===== src/design/ugeb_pkg.sv =====
// shared types and constants for the uniform grid entity binning block
// no dependencies

package ugeb_pkg;

  localparam int OPC_W      = 3;
  localparam int ID_W       = 10;
  localparam int POS_W      = 20;
  localparam int COORD_W    = POS_W + 1;
  localparam int IDX_W      = 12;
  localparam int GW_W       = 16;
  localparam int CNT_W      = 13;
  localparam int STAT_W     = 2;
  localparam int IN_DATA_W  = 104;
  localparam int OUT_DATA_W = 40;

  localparam logic [GW_W-1:0]  GW_RESET  = 16'd1600;
  localparam logic [CNT_W-1:0] COUNT_MAX = 13'd8191;

  localparam logic [STAT_W-1:0] ST_OK    = 2'd0;
  localparam logic [STAT_W-1:0] ST_OVF   = 2'd1;
  localparam logic [STAT_W-1:0] ST_RANGE = 2'd2;

  typedef enum logic [OPC_W-1:0] {
    OP_CLEAR     = 3'd0,
    OP_ADD       = 3'd1,
    OP_BUILD     = 3'd2,
    OP_READ_CELL = 3'd3,
    OP_READ_SLOT = 3'd4
  } op_e;

endpackage


===== src/design/ugeb_div.sv =====
// shared restoring divider: cell = min(floor(coord*cells/(grid_width*16)), cells-1)
// one quotient bit per cycle; depends on ugeb_pkg

module ugeb_div import ugeb_pkg::*; #(
  parameter int CELLS_PER_ROW = 16
) (
  input  logic                             clk_i,
  input  logic                             rst_ni,
  input  logic                             start_i,
  input  logic [COORD_W-1:0]               coord_i,
  input  logic [GW_W-1:0]                  grid_width_i,
  output logic                             done_o,
  output logic [$clog2(CELLS_PER_ROW)-1:0] cell_o
);

  localparam int CW  = $clog2(CELLS_PER_ROW);
  localparam int NW  = COORD_W + CW;
  localparam int SCW = $clog2(CW + 1);

  logic           busy_q, busy_d;
  logic           done_q, done_d;
  logic [NW-1:0]  rem_q, rem_d;
  logic [NW-1:0]  den_q, den_d;
  logic [CW-1:0]  quo_q, quo_d;
  logic [CW-1:0]  res_q, res_d;
  logic [SCW-1:0] cnt_q, cnt_d;

  logic [NW-1:0]  num;
  logic [NW-1:0]  den;
  logic [NW-1:0]  lim;
  logic           ge;

  assign num = NW'(32'(coord_i) * CELLS_PER_ROW);
  assign den = NW'({grid_width_i, 4'b0000});
  assign lim = NW'(32'({grid_width_i, 4'b0000}) * (CELLS_PER_ROW - 1));
  assign ge  = rem_q >= den_q;

  always_comb begin
    busy_d = busy_q;
    done_d = 1'b0;
    rem_d  = rem_q;
    den_d  = den_q;
    quo_d  = quo_q;
    res_d  = res_q;
    cnt_d  = cnt_q;
    if (start_i) begin
      if (den == '0 || num >= lim) begin
        res_d  = CW'(CELLS_PER_ROW - 1);
        done_d = 1'b1;
      end else begin
        busy_d = 1'b1;
        rem_d  = num;
        den_d  = den << (CW - 1);
        quo_d  = '0;
        cnt_d  = SCW'(CW);
      end
    end else if (busy_q) begin
      rem_d = ge ? rem_q - den_q : rem_q;
      den_d = den_q >> 1;
      quo_d = CW'({quo_q, ge});
      cnt_d = cnt_q - 1'b1;
      if (cnt_q == SCW'(1)) begin
        busy_d = 1'b0;
        done_d = 1'b1;
        res_d  = quo_d;
      end
    end
  end

  always_ff @(posedge clk_i or negedge rst_ni) begin
    if (!rst_ni) begin
      busy_q <= 1'b0;
      done_q <= 1'b0;
      cnt_q  <= '0;
    end else begin
      busy_q <= busy_d;
      done_q <= done_d;
      cnt_q  <= cnt_d;
    end
  end

  always_ff @(posedge clk_i) begin
    rem_q <= rem_d;
    den_q <= den_d;
    quo_q <= quo_d;
    res_q <= res_d;
  end

  assign done_o = done_q;
  assign cell_o = res_q;

endmodule


===== config.mk =====
export PLATFORM = sky130hd
export DESIGN_NAME = ugeb_div
export DESIGN_NICKNAME = d
export VERILOG_FILES = /design/src/design/ugeb_pkg.sv /design/src/design/ugeb_div.sv
export SDC_FILE = /design/constraint.sdc
export NUM_CORES = 1
export LEC_CHECK = 0
export BUFFER_PORTS_ARGS = -buffer_cell sky130_fd_sc_hd__buf_2
export CORE_MARGIN = 2
export CORE_UTILIZATION = 35
export DETAILED_ROUTE_END_ITERATION = 12
export PLACE_DENSITY = 0.59
export SLEW_MARGIN = 10
export SYNTH_ARGS = -nofsm -noshare
export SYNTH_HDL_FRONTEND = slang
export SYNTH_SLANG_ARGS = --single-unit
export TNS_END_PERCENT = 10

===== constraint.sdc =====
create_clock -name clk_i -period 3.17 [get_ports clk_i]
set_input_delay 0.4755 -clock clk_i [delete_from_list [all_inputs] [get_ports clk_i]]
set_output_delay 0.4755 -clock clk_i [all_outputs]
set_load 0.02 [all_outputs]

==> results of run 1 <==
cell usage after synthesis, types with 2 or more instances:
library cell,count
inv_1,77
ha_1,76
nand2_1,68
edfxtp_1,55
o21ai_0,55
a21oi_1,41
nor2_1,33
fa_1,30
xnor2_1,15
xor2_1,15
clkbuf_1,12
nand2b_1,12
a21o_1,11
nand3_1,10
nor3_1,9
nor2b_1,8
o211ai_1,8
a31oi_1,5
and4_1,5
dfrtp_1,5
nand4_1,5
a211o_1,4
a21boi_0,4
nor4_1,4
o21ai_1,4
a211oi_1,3
and2_1,3
o21a_1,3
o21bai_1,3
o311a_1,3
o31ai_1,3
or2_2,3
and3_1,2
buf_1,2
mux2i_1,2
or3_1,2
or4_1,2
what timing repair did:
item	4_1_cts	5_1_grt
endpoints found under the setup margin	60	60
setup buffers	8	3
hold endpoints to repair	5	0
pin swaps	9	8
gates resized for setup	36	26
cloned	1	0
hold buffers	1	0
stage by stage:
step	util	power (mW)	hold WS (ns)	cell area (um^2)
after floorplan	-	4.03	0.180	5890
after global placement	0.421	4.99	0.293	6900
after detailed placement	0.421	5.11	0.294	6900
after CTS	0.452	6.21	0.459	7410
after global routing	0.462	6.94	0.481	7580
final	0.462	6.36	0.466	7580
flip-flops by register name (all words and copies together) (netlist names):
register,flops
rem_q,25
den_q,23
cell_o,4
cnt_q,3
quo_q,3
busy_q,1
done_o,1
power breakdown:
group	switching, mW	internal [mW]
logic	2.24	1.89
clock network	0.325	0.515
registers	0.117	1.28
total	2.68	3.68
area by class of cell:
| class | instances | area (um^2) |
|---|---|---|
| fillers | 1580 | 8830 |
| flip-flops and latches | 60 | 1780 |
| clock buffers | 11 | 233 |
| repair buffers | 130 | 990 |
| well taps | 220 | 275 |
| clock inverters | 4 | 17.5 |
| multi-input cells | 475 | 3980 |
| inverters | 77 | 304 |
worst max-delay path: cells and delay by family:
family,cells,cell delay [ns]
xor+xnor,1,0.14
simple gates,4,0.64
buf+inv,6,0.69
fa+ha+maj,4,1.53
compound gates,7,1.27
logic make-up (layout without fill, tap and decap cells):
group                    count (synthesis)  after routing
multiplexers                             4              4
AND/OR/NAND/NOR                        169            169
AO/OA/AOI/OAI                          166            166
flip-flops                              60             60
adder cells (fa/ha/maj)                106            106
buffers and inverters                   92            222
XOR/XNOR                                30             30
metal layers:
metal | vias to the layer above | share of wire
met4 | 0 | 0.018
li1 | 2459 | -
met3 | 22 | 0.029
met2 | 73 | 0.52
met1 | 2276 | 0.44
met5 | - | 0
worst max-delay path by stage:
stage                     from   endpoint  slack [ns]  depth (start not counted)
2_1_floorplan  grid_width_i[5]   rem_q[0]       -1.74                         19
3_3_place_gp   grid_width_i[3]   rem_q[8]       -2.01                         20
3_5_place_dp   grid_width_i[3]  rem_q[21]       -2.13                         20
4_1_cts        grid_width_i[3]  rem_q[13]       -1.54                         20
5_1_grt        grid_width_i[4]   rem_q[6]       -1.76                         23
6_report       grid_width_i[8]  rem_q[19]       -1.56                         22
==> flow_summary.json, run 1 <==
{
  "path_cells": "buf_2 > clkinvlp_4 > fa_1 > inv_1 > fa_1 > ha_4 > and3_1 > and4_1 > o311a_4 > o31ai_4 > buf_4 > o21ba_2 > xor2_1 > ha_1 > a211o_1 > a21oi_1 > o211ai_1 > a31o_4 > nand2_8 > and2_4 > buf_12 > buf_12",
  "synth_compound_area_frac": 0.180,
  "slowest_stage": "fa_1",
  "period_share": 1.49,
  "initial_core_util": 0.355,
  "min_from": "coord_i[7]",
  "final.min_clock_period_ns": 4.73,
  "synthCells": 627,
  "die_w_um": 133,
  "synth_fa_ha_area_frac": 0.266,
  "hold-path-endpoint": "rem_q[11]",
  "hold_depth": 3,
  "critical_path.max_fanout": 8,
  "grt_start_max_net_pins": 56,
  "netlist_area_mm2": 0.00583,
  "grt_remaining_overflow": 0,
  "r2r_setup_slack_ns": 0.26,
  "met2_usage": 0.314,
  "ys_warn_count": 0,
  "htree_levels": 3,
  "numClockSinks": 60,
  "drt_wl_total_um": 14600,
  "post_drt_wl_per_cell_um": 15.0,
  "numCtsBuffers": 9,
  "port_buffers": 44,
  "worst_slew_pin_slew_ns": 0.611,
  "dieArea_mm2": 0.0177,
  "drtPass1Iterations": 5,
  "hpwl_um": 11800,
  "setup_viol_count_final": 60,
  "syn_nets": 773,
  "synth_top_area_frac": 0.283,
  "die_h_um": 133,
  "async_reset_ff_frac": 0.0833,
  "clock_latency_ns": 0.33,
  "status": "finished with violations",
  "skew_ns": 0.00590,
  "fmax_mhz": 212,
  "antenna_left": 0,
  "use_met1": 0.209,
  "dp_slack_ns": -2.13,
  "avgSynthCellArea_um2": 9.30,
  "synthTopCellsByArea": "edfxtp_1 28%, ha_1 16%, fa_1 10%",
  "gp_congestion": 0.847,
  "crit_type": "in -> reg",
  "finalHoldViolations": 0,
  "core_area_mm2": 0.0164,
  "ios": 45,
  "yosys.area.top_type": "edfxtp_1",
  "powerDensity_mw_per_mm2": 840,
  "synth_xor_area_frac": 0.0451,
  "dr.first_iter.drc_count": 300,
  "synthSimpleGateAreaFrac": 0.137,
  "synth_cell_types": 62,
  "max_stage_delay_ns": 0.56,
  "rr_endpoint": "rem_q[19]",
  "relSlewSlack": 0.588,
  "critPathLaunchType": "primary input",
  "synthMuxAreaShare": 0.00794,
  "use_met3": 0.0280,
  "place_inst": 949,
  "drive_gt1_frac": 0.255,
  "end_kind": "flop",
  "worstPathArrival_ns": 4.77,
  "ys_ff_latch": 60,
  "cp.required_ns": 3.21,
  "grt_antenna_before_repair": 0,
  "clk_root_buffer_cell": "clkbuf_16",
  "grt_pass1_vias": 5170,
  "synth_ff_type": "edfxtp_1",
  "diodes": 0,
  "route.vias.total": 4830,
  "r2r_start": "rem_q[10]",
  "viasPerCell": 4.94,
  "nNetsFinal": 899,
  "final_common_cell": "buf_4",
  "fin_cells": 977,
  "cts.path.max_buffers": 2,
  "violations": "negative setup slack",
  "cap_violations": 0,
  "grt_pass1_wl_um": 24400,
  "cts_tree": "yes",
  "syn_to_final_growth_pct": 30.0,
  "r2r_cells": 10,
  "hp-class": "in -> reg",
  "synth_top_family_by_area": "adder cells",
  "ys_seq_area_frac": 0.305,
  "irDropWorstVdd_v": 0.000319,
  "grt_most_used_layer": "met2",
  "mostFrequentLayoutCells": "78 x buf_4, 68 x inv_1, 67 x ha_1",
  "leakagePower_nw": 3.38,
  "rsz0062_at_grt": "true",
  "grtUsageTotal": 0.174,
  "clk_pin_slew_worst_paths_ns": 0.05,
  "maxSlewViolCount": 0,
  "synth_edf_count": 55,
  "totalNegativeSetupSlack_ns": -88.53,
  "setup_ws_ns": -1.56,
  "rows": 47,
  "drcViolationCount": 0
}
Note: power is estimated with default switching activity, not from simulation.
==> run 2: changes to the inputs <==
- CELL_PAD_IN_SITES_DETAIL_PLACEMENT: default -> 1
- CELL_PAD_IN_SITES_GLOBAL_PLACEMENT: default -> 1
- PLACE_DENSITY: 0.59 -> 0.71
==> flow_summary.json, run 2 (synthesis gave the netlist of run 1 again) <==
{
  "diodes": 0,
  "finalHoldViolations": 0,
  "maxSlewViolCount": 0,
  "largest_register_ffs": 25,
  "critPathLaunchType": "primary input",
  "crit_top_cell": "fa_1",
  "grt_pass1_vias": 5521,
  "rsz0062_at_grt": "true",
  "wl_met3_um": 340,
  "final_common_cell": "buf_4",
  "setup_ws_ns": -1.57,
  "worst_slew_pin_slew_ns": 0.778,
  "numClockSinks": 60,
  "cts.path.max_buffers": 2,
  "powerDensity_mw_per_mm2": 855,
  "wl_met2_um": 8570,
  "min_from": "coord_i[5]",
  "timing.hold.ws_ns": 0.459,
  "violations": "negative setup slack",
  "rows": 47,
  "dp_slack_ns": -2.15,
  "status": "finished with violations",
  "clock_latency_ns": 0.33,
  "hp-class": "in -> reg",
  "post_drt_wl_per_cell_um": 16.7,
  "path_cells": "buf_2 > clkinvlp_4 > fa_1 > inv_1 > fa_1 > ha_4 > and3_1 > and4_1 > o311a_1 > o31ai_2 > buf_4 > o21ba_2 > xor2_1 > ha_1 > a211o_1 > a21oi_2 > o211ai_1 > a31o_4 > nand2_8 > and2_4 > clkbuf_16",
  "dieArea_mm2": 0.0177,
  "period_share": 1.49,
  "cap_violations": 0,
  "grt_start_max_net_pins": 86,
  "relSlewSlack": 0.482,
  "initial_core_util": 0.355,
  "drive_gt1_frac": 0.248,
  "max_stage_delay_ns": 0.55,
  "drt_wl_total_um": 16300,
  "topRoutingLayerUsed": "met4",
  "route.vias.total": 4989,
  "gp_congestion": 0.840,
  "critPathTopFamily": "adder cells",
  "critPathLaunch": "grid_width_i[8]",
  "nNetsFinal": 895,
  "leakagePower_nw": 3.34,
  "htree_levels": 3,
  "irDropWorstVdd_v": 0.000261,
  "grt_pass1_wl_um": 26900,
  "drcViolationCount": 0,
  "port_buffers": 44,
  "skew_ns": 0.00828,
  "hpwl_um": 13100,
  "worst-path-buf-inv": 5,
  "r2r_start": "den_q[0]",
  "final.min_clock_period_ns": 4.74,
  "ios": 45,
  "regMostFlops": "rem_q",
  "cp.required_ns": 3.22,
  "clk_root_buffer_cell": "clkbuf_16",
  "crit_type": "in -> reg",
  "total_power_mw": 6.38,
  "end_kind": "flop",
  "clk_pin_slew_worst_paths_ns": 0.05,
  "die_w_um": 133,
  "die_h_um": 133,
  "syn_to_final_growth_pct": 28.0,
  "critical_path.max_fanout": 7,
  "grt_remaining_overflow": 0,
  "worstPathArrival_ns": 4.79,
  "slowest_stage": "fa_1",
  "met1_length_um": 7000,
  "drtPass1Iterations": 4,
  "grtUsageTotal": 0.191,
  "setup_viol_count_final": 60,
  "core_area_mm2": 0.0164,
  "grt_antenna_before_repair": 0,
  "dr.first_iter.drc_count": 298,
  "mostFrequentLayoutCells": "78 x buf_4, 68 x inv_1, 68 x ha_1",
  "antenna_left": 0,
  "cts_tree": "yes",
  "numCtsBuffers": 9,
  "fmax_mhz": 211,
  "viasPerCell": 5.12
}
==> run 2: metal layers <==
metal | GRT usage | vias up
li1 | - | 2449
met1 | 0.224 | 2446
met2 | 0.355 | 71
met3 | 0.0280 | 23
met4 | 0.0609 | 0
met5 | 0 | -
==> run 2: what timing repair did <==
action	4_1_cts	5_1_grt
buffers inserted	2	5
hold buffers	1	0
setup endpoints to repair	60	60
gates resized for setup	28	24
endpoints found under the hold margin	5	0
cloned	0	1
pin swaps	15	17
==> run 2: worst paths after layout <==
check,to,slack [ns],cells past startpoint
setup / recovery,rem_q[21],-1.57,21
hold / removal,rem_q[9],0.46,3
setup reg to reg,rem_q[16],0.32,9
hold reg to reg,cell_o[3],0.51,1
max in group asynchronous,done_o,2.55,2
min in group asynchronous,cnt_q[0],0.49,2
==> run 2: metrics by stage <==
step                 util  TNS [ns]  instances  instance area, um^2
floorplan               -    -94.37        627                 5890
global placement    0.421   -114.22        949                 6900
detailed placement  0.421   -124.61        949                 6900
CTS                 0.445    -92.53        968                 7290
global route        0.455   -101.48        974                 7460
finish              0.455    -89.29        974                 7460
==> run 2: report_power, final <==
group / switching [mW] / total [mW] / internal [mW]
Combinational: 2.33 / 4.14 / 1.81
Sequential: 0.115 / 1.39 / 1.28
Clock: 0.331 / 0.854 / 0.523
Total: 2.77 / 6.38 / 3.61
==> run 2: layout make-up <==
class | instances | area, um^2
Multi-Input combinational cell | 475 | 3940
Sequential cell | 60 | 1780
Timing Repair Buffer | 126 | 916
Clock buffer | 13 | 240
Inverter | 77 | 304
Fill cell | 1890 | 8950
Tap cell | 220 | 275
Clock inverter | 3 | 13.8
==> run 2: worst reg2reg max path: stages, from the launching register on <==
cell	delay [ns]
edfxtp_1	0.39
ha_1	0.23
fa_1	0.40
nand2b_1	0.18
a211o_1	0.32
a21o_1	0.21
a21oi_2	0.22
o211ai_1	0.11
mux2_1	0.33
a221oi_1	0.26
